==> src/rtl/core/base64_stream_encoder_assert.svh <==
// Assertion macros shared by the base64 encoder RTL.
`ifndef BASE64_STREAM_ENCODER_ASSERT_SVH
`define BASE64_STREAM_ENCODER_ASSERT_SVH

// Same-cycle implication, disabled while in reset.
`define B64E_ASSERT_NOW(lbl, clk, rstn, ante, cons) \
    lbl: assert property (@(posedge clk) disable iff (!rstn) (ante) |-> (cons)) \
        else $error("b64e assertion failed");

// Next-cycle implication, disabled while in reset.
`define B64E_ASSERT_NXT(lbl, clk, rstn, ante, cons) \
    lbl: assert property (@(posedge clk) disable iff (!rstn) (ante) |=> (cons)) \
        else $error("b64e assertion failed");

`endif

==> src/rtl/core/b64e_pkg.sv <==
// Types, constants and the alphabet function of the base64 stream encoder.
`default_nettype none
package b64e_pkg;

    localparam int          MAX_CHARS   = 5;
    localparam int          CNT_W       = $clog2(MAX_CHARS + 1);
    localparam int          QUEUE_DEPTH = 4;
    localparam logic [5:0]  GPL_RESET   = 6'd19;
    localparam logic [7:0]  LINE_FEED   = 8'h0A;
    localparam logic [7:0]  PAD_CHAR    = 8'h3D;

    typedef struct packed {
        logic [7:0] data_byte;
        logic       final_byte;
    } t_in_item;

    typedef struct packed {
        logic [7:0] out_char;
        logic       run_end;
    } t_out_item;

    // All characters caused by one input byte, oldest in entry 0.
    typedef struct packed {
        logic [MAX_CHARS-1:0][7:0] chars;
        logic [CNT_W-1:0]          count;
    } t_job;

    function automatic logic [7:0] b64_sym(input logic [5:0] v);
        logic [7:0] w;
        w = {2'b00, v};
        if (v < 6'd26) begin
            return w + 8'd65;
        end else if (v < 6'd52) begin
            return w + 8'd71;
        end else if (v < 6'd62) begin
            return w - 8'd4;
        end else if (v == 6'd62) begin
            return 8'h2B;
        end else begin
            return 8'h2F;
        end
    endfunction

endpackage
`default_nettype wire

==> src/rtl/core/b64e_front.sv <==
// Front end: takes bytes, tracks group phase and line fill, builds character jobs.
`default_nettype none
module b64e_front (
    input  wire logic              i_clk,
    input  wire logic              i_rst_n,
    input  wire logic              i_cfg_we,
    input  wire logic [5:0]        i_cfg_data,
    input  wire logic              i_accept,
    input  wire b64e_pkg::t_in_item i_in,
    output b64e_pkg::t_job         o_job
);
    import b64e_pkg::*;

    logic [5:0] r_gpl;
    logic [1:0] r_phase, n_phase;
    logic [3:0] r_left,  n_left;
    logic [5:0] r_gil,   n_gil;

    t_job       job;
    logic [2:0] n;
    logic       grp, closed;
    logic [5:0] gil_inc;
    logic [7:0] b;

    always_comb begin
        job     = '0;
        n       = '0;
        grp     = 1'b0;
        closed  = 1'b0;
        b       = i_in.data_byte;
        n_phase = r_phase;
        n_left  = r_left;
        n_gil   = r_gil;
        gil_inc = r_gil + 6'd1;

        case (r_phase)
            2'd1: begin
                job.chars[n] = b64_sym({r_left[1:0], b[7:4]}); n = n + 3'd1;
                n_left  = b[3:0];
                n_phase = 2'd2;
            end
            2'd2: begin
                job.chars[n] = b64_sym({r_left[3:0], b[7:6]}); n = n + 3'd1;
                job.chars[n] = b64_sym(b[5:0]);                n = n + 3'd1;
                n_left  = 4'd0;
                n_phase = 2'd0;
                grp     = 1'b1;
            end
            default: begin
                // phase 3 never occurs; handled as the start of a group
                job.chars[n] = b64_sym(b[7:2]); n = n + 3'd1;
                n_left  = {2'b00, b[1:0]};
                n_phase = 2'd1;
            end
        endcase

        // flush of a partial group on the last byte
        if (i_in.final_byte) begin
            if (n_phase == 2'd1) begin
                job.chars[n] = b64_sym({n_left[1:0], 4'b0000}); n = n + 3'd1;
                job.chars[n] = PAD_CHAR;                        n = n + 3'd1;
                job.chars[n] = PAD_CHAR;                        n = n + 3'd1;
                grp = 1'b1;
            end else if (n_phase == 2'd2) begin
                job.chars[n] = b64_sym({n_left[3:0], 2'b00}); n = n + 3'd1;
                job.chars[n] = PAD_CHAR;                      n = n + 3'd1;
                grp = 1'b1;
            end
        end

        if (grp) begin
            if (r_gpl != 6'd0 && gil_inc >= r_gpl) begin
                job.chars[n] = LINE_FEED; n = n + 3'd1;
                n_gil  = 6'd0;
                closed = 1'b1;
            end else begin
                n_gil = gil_inc;
            end
        end

        if (i_in.final_byte) begin
            if (!closed && r_gpl != 6'd0 && n_gil != 6'd0) begin
                job.chars[n] = LINE_FEED; n = n + 3'd1;
            end
            n_phase = 2'd0;
            n_left  = 4'd0;
            n_gil   = 6'd0;
        end

        job.count = CNT_W'(n);
    end

    assign o_job = job;

    always_ff @(posedge i_clk) begin
        if (!i_rst_n) begin
            r_gpl   <= GPL_RESET;
            r_phase <= 2'd0;
            r_left  <= 4'd0;
            r_gil   <= 6'd0;
        end else begin
            if (i_cfg_we) begin
                r_gpl <= i_cfg_data;
            end
            if (i_accept) begin
                r_phase <= n_phase;
                r_left  <= n_left;
                r_gil   <= n_gil;
            end
        end
    end

endmodule
`default_nettype wire

==> src/rtl/core/b64e_queue.sv <==
// Short job queue between the front end and the character serialiser.
`default_nettype none
`include "base64_stream_encoder_assert.svh"
module b64e_queue #(
    parameter int DEPTH = b64e_pkg::QUEUE_DEPTH
) (
    input  wire logic           i_clk,
    input  wire logic           i_rst_n,
    input  wire logic           i_push,
    input  wire b64e_pkg::t_job i_job,
    output logic                o_full,
    input  wire logic           i_pop,
    output b64e_pkg::t_job      o_job,
    output logic                o_empty
);
    import b64e_pkg::*;

    localparam int AW = (DEPTH > 1) ? $clog2(DEPTH) : 1;
    localparam int CW = $clog2(DEPTH + 1);

    t_job          r_mem [DEPTH];
    logic [AW-1:0] r_wr, r_rd;
    logic [CW-1:0] r_count;
    logic          do_push, do_pop;

    assign o_full  = (r_count == CW'(DEPTH));
    assign o_empty = (r_count == '0);
    assign do_push = i_push && !o_full;
    assign do_pop  = i_pop && !o_empty;
    assign o_job   = r_mem[r_rd];

    always_ff @(posedge i_clk) begin
        if (do_push) begin
            r_mem[r_wr] <= i_job;
        end
    end

    always_ff @(posedge i_clk) begin
        if (!i_rst_n) begin
            r_wr    <= '0;
            r_rd    <= '0;
            r_count <= '0;
        end else begin
            if (do_push) begin
                r_wr <= (r_wr == AW'(DEPTH - 1)) ? '0 : r_wr + AW'(1);
            end
            if (do_pop) begin
                r_rd <= (r_rd == AW'(DEPTH - 1)) ? '0 : r_rd + AW'(1);
            end
            if (do_push && !do_pop) begin
                r_count <= r_count + CW'(1);
            end else if (do_pop && !do_push) begin
                r_count <= r_count - CW'(1);
            end
        end
    end

    `B64E_ASSERT_NOW(a_count_bound, i_clk, i_rst_n, 1'b1, r_count <= CW'(DEPTH))
    `B64E_ASSERT_NOW(a_full_ptrs, i_clk, i_rst_n, o_full, r_wr == r_rd)
    `B64E_ASSERT_NXT(a_count_up, i_clk, i_rst_n, do_push && !do_pop, r_count == $past(r_count) + CW'(1))

endmodule
`default_nettype wire

==> src/rtl/core/b64e_back.sv <==
// Back end: serialises queued jobs into characters with run_end, one per cycle while the output is popped.
`default_nettype none
`include "base64_stream_encoder_assert.svh"
module b64e_back (
    input  wire logic           i_clk,
    input  wire logic           i_rst_n,
    input  wire b64e_pkg::t_job i_job,
    input  wire logic           i_job_empty,
    output logic                o_job_pop,
    output b64e_pkg::t_out_item o_out,
    output logic                o_empty,
    input  wire logic           i_pop
);
    import b64e_pkg::*;

    t_job             r_job;
    logic [CNT_W-1:0] r_idx;
    logic             r_busy;
    t_out_item        r_out;
    logic             r_out_valid;

    logic out_free, last, job_take;

    assign out_free  = !r_out_valid || i_pop;
    assign last      = (r_idx == r_job.count - CNT_W'(1));
    // next job is fetched on the same edge as the last character of this one
    assign job_take  = !i_job_empty && (!r_busy || (out_free && last));
    assign o_job_pop = job_take;
    assign o_out     = r_out;
    assign o_empty   = !r_out_valid;

    always_ff @(posedge i_clk) begin
        if (out_free && r_busy) begin
            r_out.out_char <= r_job.chars[r_idx[2:0]];
            r_out.run_end  <= last;
        end
        if (job_take) begin
            r_job <= i_job;
        end
    end

    always_ff @(posedge i_clk) begin
        if (!i_rst_n) begin
            r_busy      <= 1'b0;
            r_idx       <= '0;
            r_out_valid <= 1'b0;
        end else begin
            if (out_free) begin
                r_out_valid <= r_busy;
            end
            if (job_take) begin
                r_busy <= 1'b1;
                r_idx  <= '0;
            end else if (out_free && r_busy) begin
                r_idx <= r_idx + CNT_W'(1);
                if (last) begin
                    r_busy <= 1'b0;
                end
            end
        end
    end

    `B64E_ASSERT_NOW(a_idx_range, i_clk, i_rst_n, r_busy, r_idx < r_job.count)
    `B64E_ASSERT_NOW(a_job_size, i_clk, i_rst_n, job_take, i_job.count != '0 && i_job.count <= CNT_W'(MAX_CHARS))
    `B64E_ASSERT_NXT(a_char_loaded, i_clk, i_rst_n, out_free && r_busy, r_out_valid)

endmodule
`default_nettype wire

==> src/rtl/core/base64_stream_encoder.sv <==
// Top level of the base64 stream encoder.
//
//  channel  | handshake          | payload                  | dir
//  ---------+--------------------+--------------------------+-----
//  bytes    | push / full        | i_in  (data_byte, final) | in
//  chars    | empty / pop        | o_out (out_char, run_end)| out
//  config   | i_cfg_we           | i_cfg_data (groups/line) | in
//
// A byte is taken in the cycle it is pushed while the job queue has room;
// it turns into 1 to 5 characters, delivered one per cycle by the serialiser
// while the output is popped, so the sustained rate is set by the character
// count. Reset is synchronous. A stalled output holds its character; the queue
// keeps taking bytes until it is full.
`default_nettype none
module base64_stream_encoder #(
    parameter int QUEUE_DEPTH = b64e_pkg::QUEUE_DEPTH
) (
    input  wire logic                i_clk,
    input  wire logic                i_rst_n,
    input  wire logic                i_cfg_we,
    input  wire logic [5:0]          i_cfg_data,
    input  wire logic                push,
    output logic                     full,
    input  wire b64e_pkg::t_in_item  i_in,
    output logic                     empty,
    input  wire logic                pop,
    output b64e_pkg::t_out_item      o_out
);
    import b64e_pkg::*;

    t_job q_in_job, q_out_job;
    logic q_full, q_empty, q_pop, accept;

    assign accept = push && !q_full;
    assign full   = q_full;

    b64e_front u_front (
        .i_clk      (i_clk),
        .i_rst_n    (i_rst_n),
        .i_cfg_we   (i_cfg_we),
        .i_cfg_data (i_cfg_data),
        .i_accept   (accept),
        .i_in       (i_in),
        .o_job      (q_in_job)
    );

    b64e_queue #(
        .DEPTH (QUEUE_DEPTH)
    ) u_queue (
        .i_clk   (i_clk),
        .i_rst_n (i_rst_n),
        .i_push  (accept),
        .i_job   (q_in_job),
        .o_full  (q_full),
        .i_pop   (q_pop),
        .o_job   (q_out_job),
        .o_empty (q_empty)
    );

    b64e_back u_back (
        .i_clk       (i_clk),
        .i_rst_n     (i_rst_n),
        .i_job       (q_out_job),
        .i_job_empty (q_empty),
        .o_job_pop   (q_pop),
        .o_out       (o_out),
        .o_empty     (empty),
        .i_pop       (pop)
    );

endmodule
`default_nettype wire

==> config.mk <==
export PLATFORM = sky130hd
export DESIGN_NAME = base64_stream_encoder
export DESIGN_NICKNAME = d
export VERILOG_FILES = /design/src/rtl/core/b64e_pkg.sv /design/src/rtl/core/b64e_front.sv /design/src/rtl/core/b64e_queue.sv /design/src/rtl/core/b64e_back.sv /design/src/rtl/core/base64_stream_encoder.sv
export VERILOG_INCLUDE_DIRS = /design/src /design/src/rtl/core
export SDC_FILE = /design/constraint.sdc
export NUM_CORES = 1
export LEC_CHECK = 0
export ABC_CLOCK_PERIOD_IN_PS = 4300
export BUFFER_PORTS_ARGS = -buffer_cell sky130_fd_sc_hd__buf_2
export CORE_MARGIN = 1.5
export CORE_UTILIZATION = 60
export DETAILED_ROUTE_END_ITERATION = 8
export GPL_ROUTABILITY_DRIVEN = 0
export HOLD_SLACK_MARGIN = 0.02
export MAX_ROUTING_LAYER = met4
export PLACE_DENSITY = 0.82
export SLEW_MARGIN = 20
export SYNTH_ARGS = -nofsm -noshare
export SYNTH_HDL_FRONTEND = slang
export SYNTH_HIERARCHICAL = 1
export SYNTH_SLANG_ARGS = --single-unit
==> constraint.sdc <==
create_clock -name i_clk -period 4.3 [get_ports i_clk]
set_input_delay 0.645 -clock i_clk [delete_from_list [all_inputs] [get_ports i_clk]]
set_output_delay 0.645 -clock i_clk [all_outputs]
set_load 0.01 [all_outputs]
==> metrics.yaml <==
finish:
  final_cell_mix: "edfxtp_1, nand2_1, inv_1, a21oi_1"
  drive_above_1_share_pct: 16.3
  nNetsFinal: 994
  final_common_cell: "edfxtp_1"
  fin_area_um2: 13700
  area_growth_pct: 9.26
die:
  start_util_pct: 61.4
  core_area_um2: 20400
  io_pins: 31
  die_w_um: 147
  die_area_um2: 21700
  die_h_um: 147
  rows: 52
clock_network:
  ctsHoldBuffers: 0
  cts_resized: 0
  numClockSinks: 256
  clock_latency_ns: 0.53
  cts_tree: "done"
  post-cts-setup-buffer-count: 0
  cts_buffer_depth: 3
  clk_pin_slew_ns: 0.06
  cts_root_buf: "clkbuf_16"
  htreeDepth: 1
  cts_inserted_buffers: 26
placed_design:
  dpl_cell_area_um2: 12800
  io_buffers: 30
  hpwl_um: 16900
drt:
  drt_first_pass_iters: 6
  routedWlPerCell_um: 21.6
  drtAntennaViolNets: 0
  viasPerCell: 6.40
  dr.first_iter.drc_count: 775
  drc: 0
  vias: 7813
  routed_wl_um: 26300
synthesis:
  synth_ff_type: "edfxtp_1"
  synth-compound-area-share_pct: 11.2
  synth_mux_area_share_pct: 10.6
  ys_ff_latch: 256
  synth_top_family_by_area: "compound AO/OA/AOI/OAI gates"
  synth-edff-count: 224
  yosys.area_share.xor_xnor_pct: 1.47
  synthArstFlopShare_pct: 0
  synthSimpleGateAreaFrac_pct: 8.57
  postSynthCellCount: 923
  synth_top_area_share_pct: 53.8
  yosys.area_share.adder_pct: 4.36
  yosysSeqAreaShare_pct: 58.9
  syn_area_um2: 12500
  synthTopCellsByArea: "edfxtp_1, mux4_2, dfxtp_1, ha_1, nand2_1"
  syn_area_per_cell_um2: 13.5
  yosys_warnings: 6
  yosys.area.top_type: "edfxtp_1"
  synth_cell_type_count: 83
worst_setup_path:
  worstPathMaxFanout: 8
  critPathKind: "flop to flop"
  critPathCaptureType: "flop"
  cp.arrival_ns: 4.19
  reg2reg_depth: 15
  slowest_delay_ns: 0.44
  cp-start-kind: "flop"
  critPathRequiredTime_ns: 4.56
  crit_cells: 15
  path_cells: "ha_1 -> nand3_1 -> xor2_1 -> inv_1 -> ha_1 -> nand4_1 -> o221a_2 -> a211oi_1 -> nor2_1 -> inv_1 -> ha_1 -> inv_1 -> a2111oi_4 -> xnor3_1 -> a32o_1"
  critical-path-top-delay-family: "compound AO/OA/AOI/OAI gates"
  cpMaxStageDelayCell: "dfxtp_1"
  critical_path_buf_inv_count: 3
pwr:
  power_frac_comb_pct: 22.9
  total_power_mw: 7.71
  intPower_mw: 5.55
  power.leakage_nw: 4.81
  switching_power_mw: 2.15
  vdd_ir_drop_max_mv: 0.300
  p_sw_share_pct: 27.9
  clkPwrFrac_pct: 29.3
  p_per_area_nw_per_um2: 564
  seq_power_share_pct: 47.8
timing:
  fmaxAchievable_mhz: 255
  period_share_pct: 91.3
  final-max-slew-violation-count: 0
  worstMarginPinSlew_ns: 0.982
  hold_viol_final: 0
  relSlewSlack_pct: 32.8
  finalSetupViolations: 0
  finalSetupTns_ns: 0
  rsz0062_at_grt: "false"
  finalCriticalPeriod_ns: 3.93
  finClkSkew_ns: 0.0214
job:
  cap_violations: 0
min_path:
  hold_path.class: "input port to flop"
  whs_path_depth: 3
run_status:
  status: "finished, final reports clean"
global_routing:
  grt_pass1_vias: 7549
  track_usage_pct: 25.3
  grt_first_pass_wirelength_um: 41200
  antenna_found_initial: 0
  grt_max_degree: 44
  grt_overflow: 0
==> logic make-up (layout without fill, tap and decap cells) <==
family                   Yosys count  in the layout
multiplexers                      66             66
XOR/XNOR                          17             17
flip-flops                       256            256
other                              1              5
AO/OA/AOI/OAI                    207            207
adder cells (fa/ha/maj)           43             43
AND/OR/NAND/NOR                  209            209
buffers and inverters            124            147
==> layer usage <==
layer | up-vias | track usage (%) | share of wire, %
met5 | - | - | 0
met4 | 0 | 6.55 | 2.3
met3 | 66 | 2.55 | 6.0
met2 | 358 | 42.5 | 51
met1 | 3831 | 33.5 | 41
li1 | 3558 | - | -
==> worst register-to-register path, delay by kind of cell, from the launching register on <==
family	cells	cell delay, ns
buf+inv	3	0.26
xor+xnor	2	0.64
compound gates	4	1.10
flops	1	0.44
fa+ha+maj	3	0.79
simple gates	3	0.44
==> per-stage QoR <==
stage                     hold WS, ns  util (%)  setup WS, ns  cells
after detailed placement        0.503      62.8         0.435   1173
final                           0.329      67.1         0.373   1220
after global placement          0.492      62.8         0.590   1173
after global routing            0.335      67.1        0.0592   1219
after floorplan                 0.468         -         0.687    926
after CTS                       0.308      67.0         0.429   1219
==> path summary, 6_finish.rpt <==
kind                                        from             endpoint  slack [ns]
worst max-delay path            u_front/r_gil[0]  u_queue/r_mem[0][2]        0.37
worst max register to register  u_front/r_gil[0]  u_queue/r_mem[0][2]        0.37
worst min register to register   u_queue/r_wr[1]      u_queue/r_wr[1]        0.50
worst min-delay path               i_cfg_data[0]     u_front/r_gpl[0]        0.33
==> flip-flops by register name, indices dropped and copies added (netlist names), 2 cells and up, named ones only <==
signal and count:
u_front/r_phase 2, u_front/r_gil 6, u_back/r_idx 3, u_back/o_out 9
u_front/r_left 4, u_queue/r_mem 172, u_queue/r_wr 2, u_back/r_job 43
u_front/r_gpl 6, u_queue/r_rd 2, u_queue/r_count 3
==> power by group through the flow <==
stage | combinational [mW] | clock, mW | sequential, mW
2_1_floorplan | 1.38 | 0 | 3.62
3_3_place_gp | 1.69 | 0 | 3.69
3_5_place_dp | 1.76 | 0 | 3.73
4_1_cts | 1.78 | 2.29 | 3.69
5_1_grt | 1.91 | 2.39 | 3.72
6_report | 1.77 | 2.26 | 3.68
==> cells in the mapped netlist (10+ instances only) <==
cell type and count:
a211oi_1 12, and2_1 14, nand3_1 27, mux2i_1 14
inv_1 53, buf_4 13, o21ai_0 45, nor2b_1 12
nor2_1 28, mux4_2 45, dfxtp_1 32, ha_1 42
clkbuf_1 42, edfxtp_1 224, nor3_1 18, nand2_1 62
a21oi_1 46, o22ai_1 10
==> cell type report <==
| type | count | area [um2] |
|---|---|---|
| Antenna cell | 1 | 2.50 |
| Clock buffer | 29 | 662 |
| Clock inverter | 17 | 198 |
| Fill cell | 1375 | 6710 |
| Inverter | 54 | 203 |
| Multi-Input combinational cell | 546 | 4560 |
| Sequential cell | 256 | 7370 |
| Tap cell | 270 | 338 |
| Timing Repair Buffer | 47 | 328 |
(Power assumes the default switching activity.)
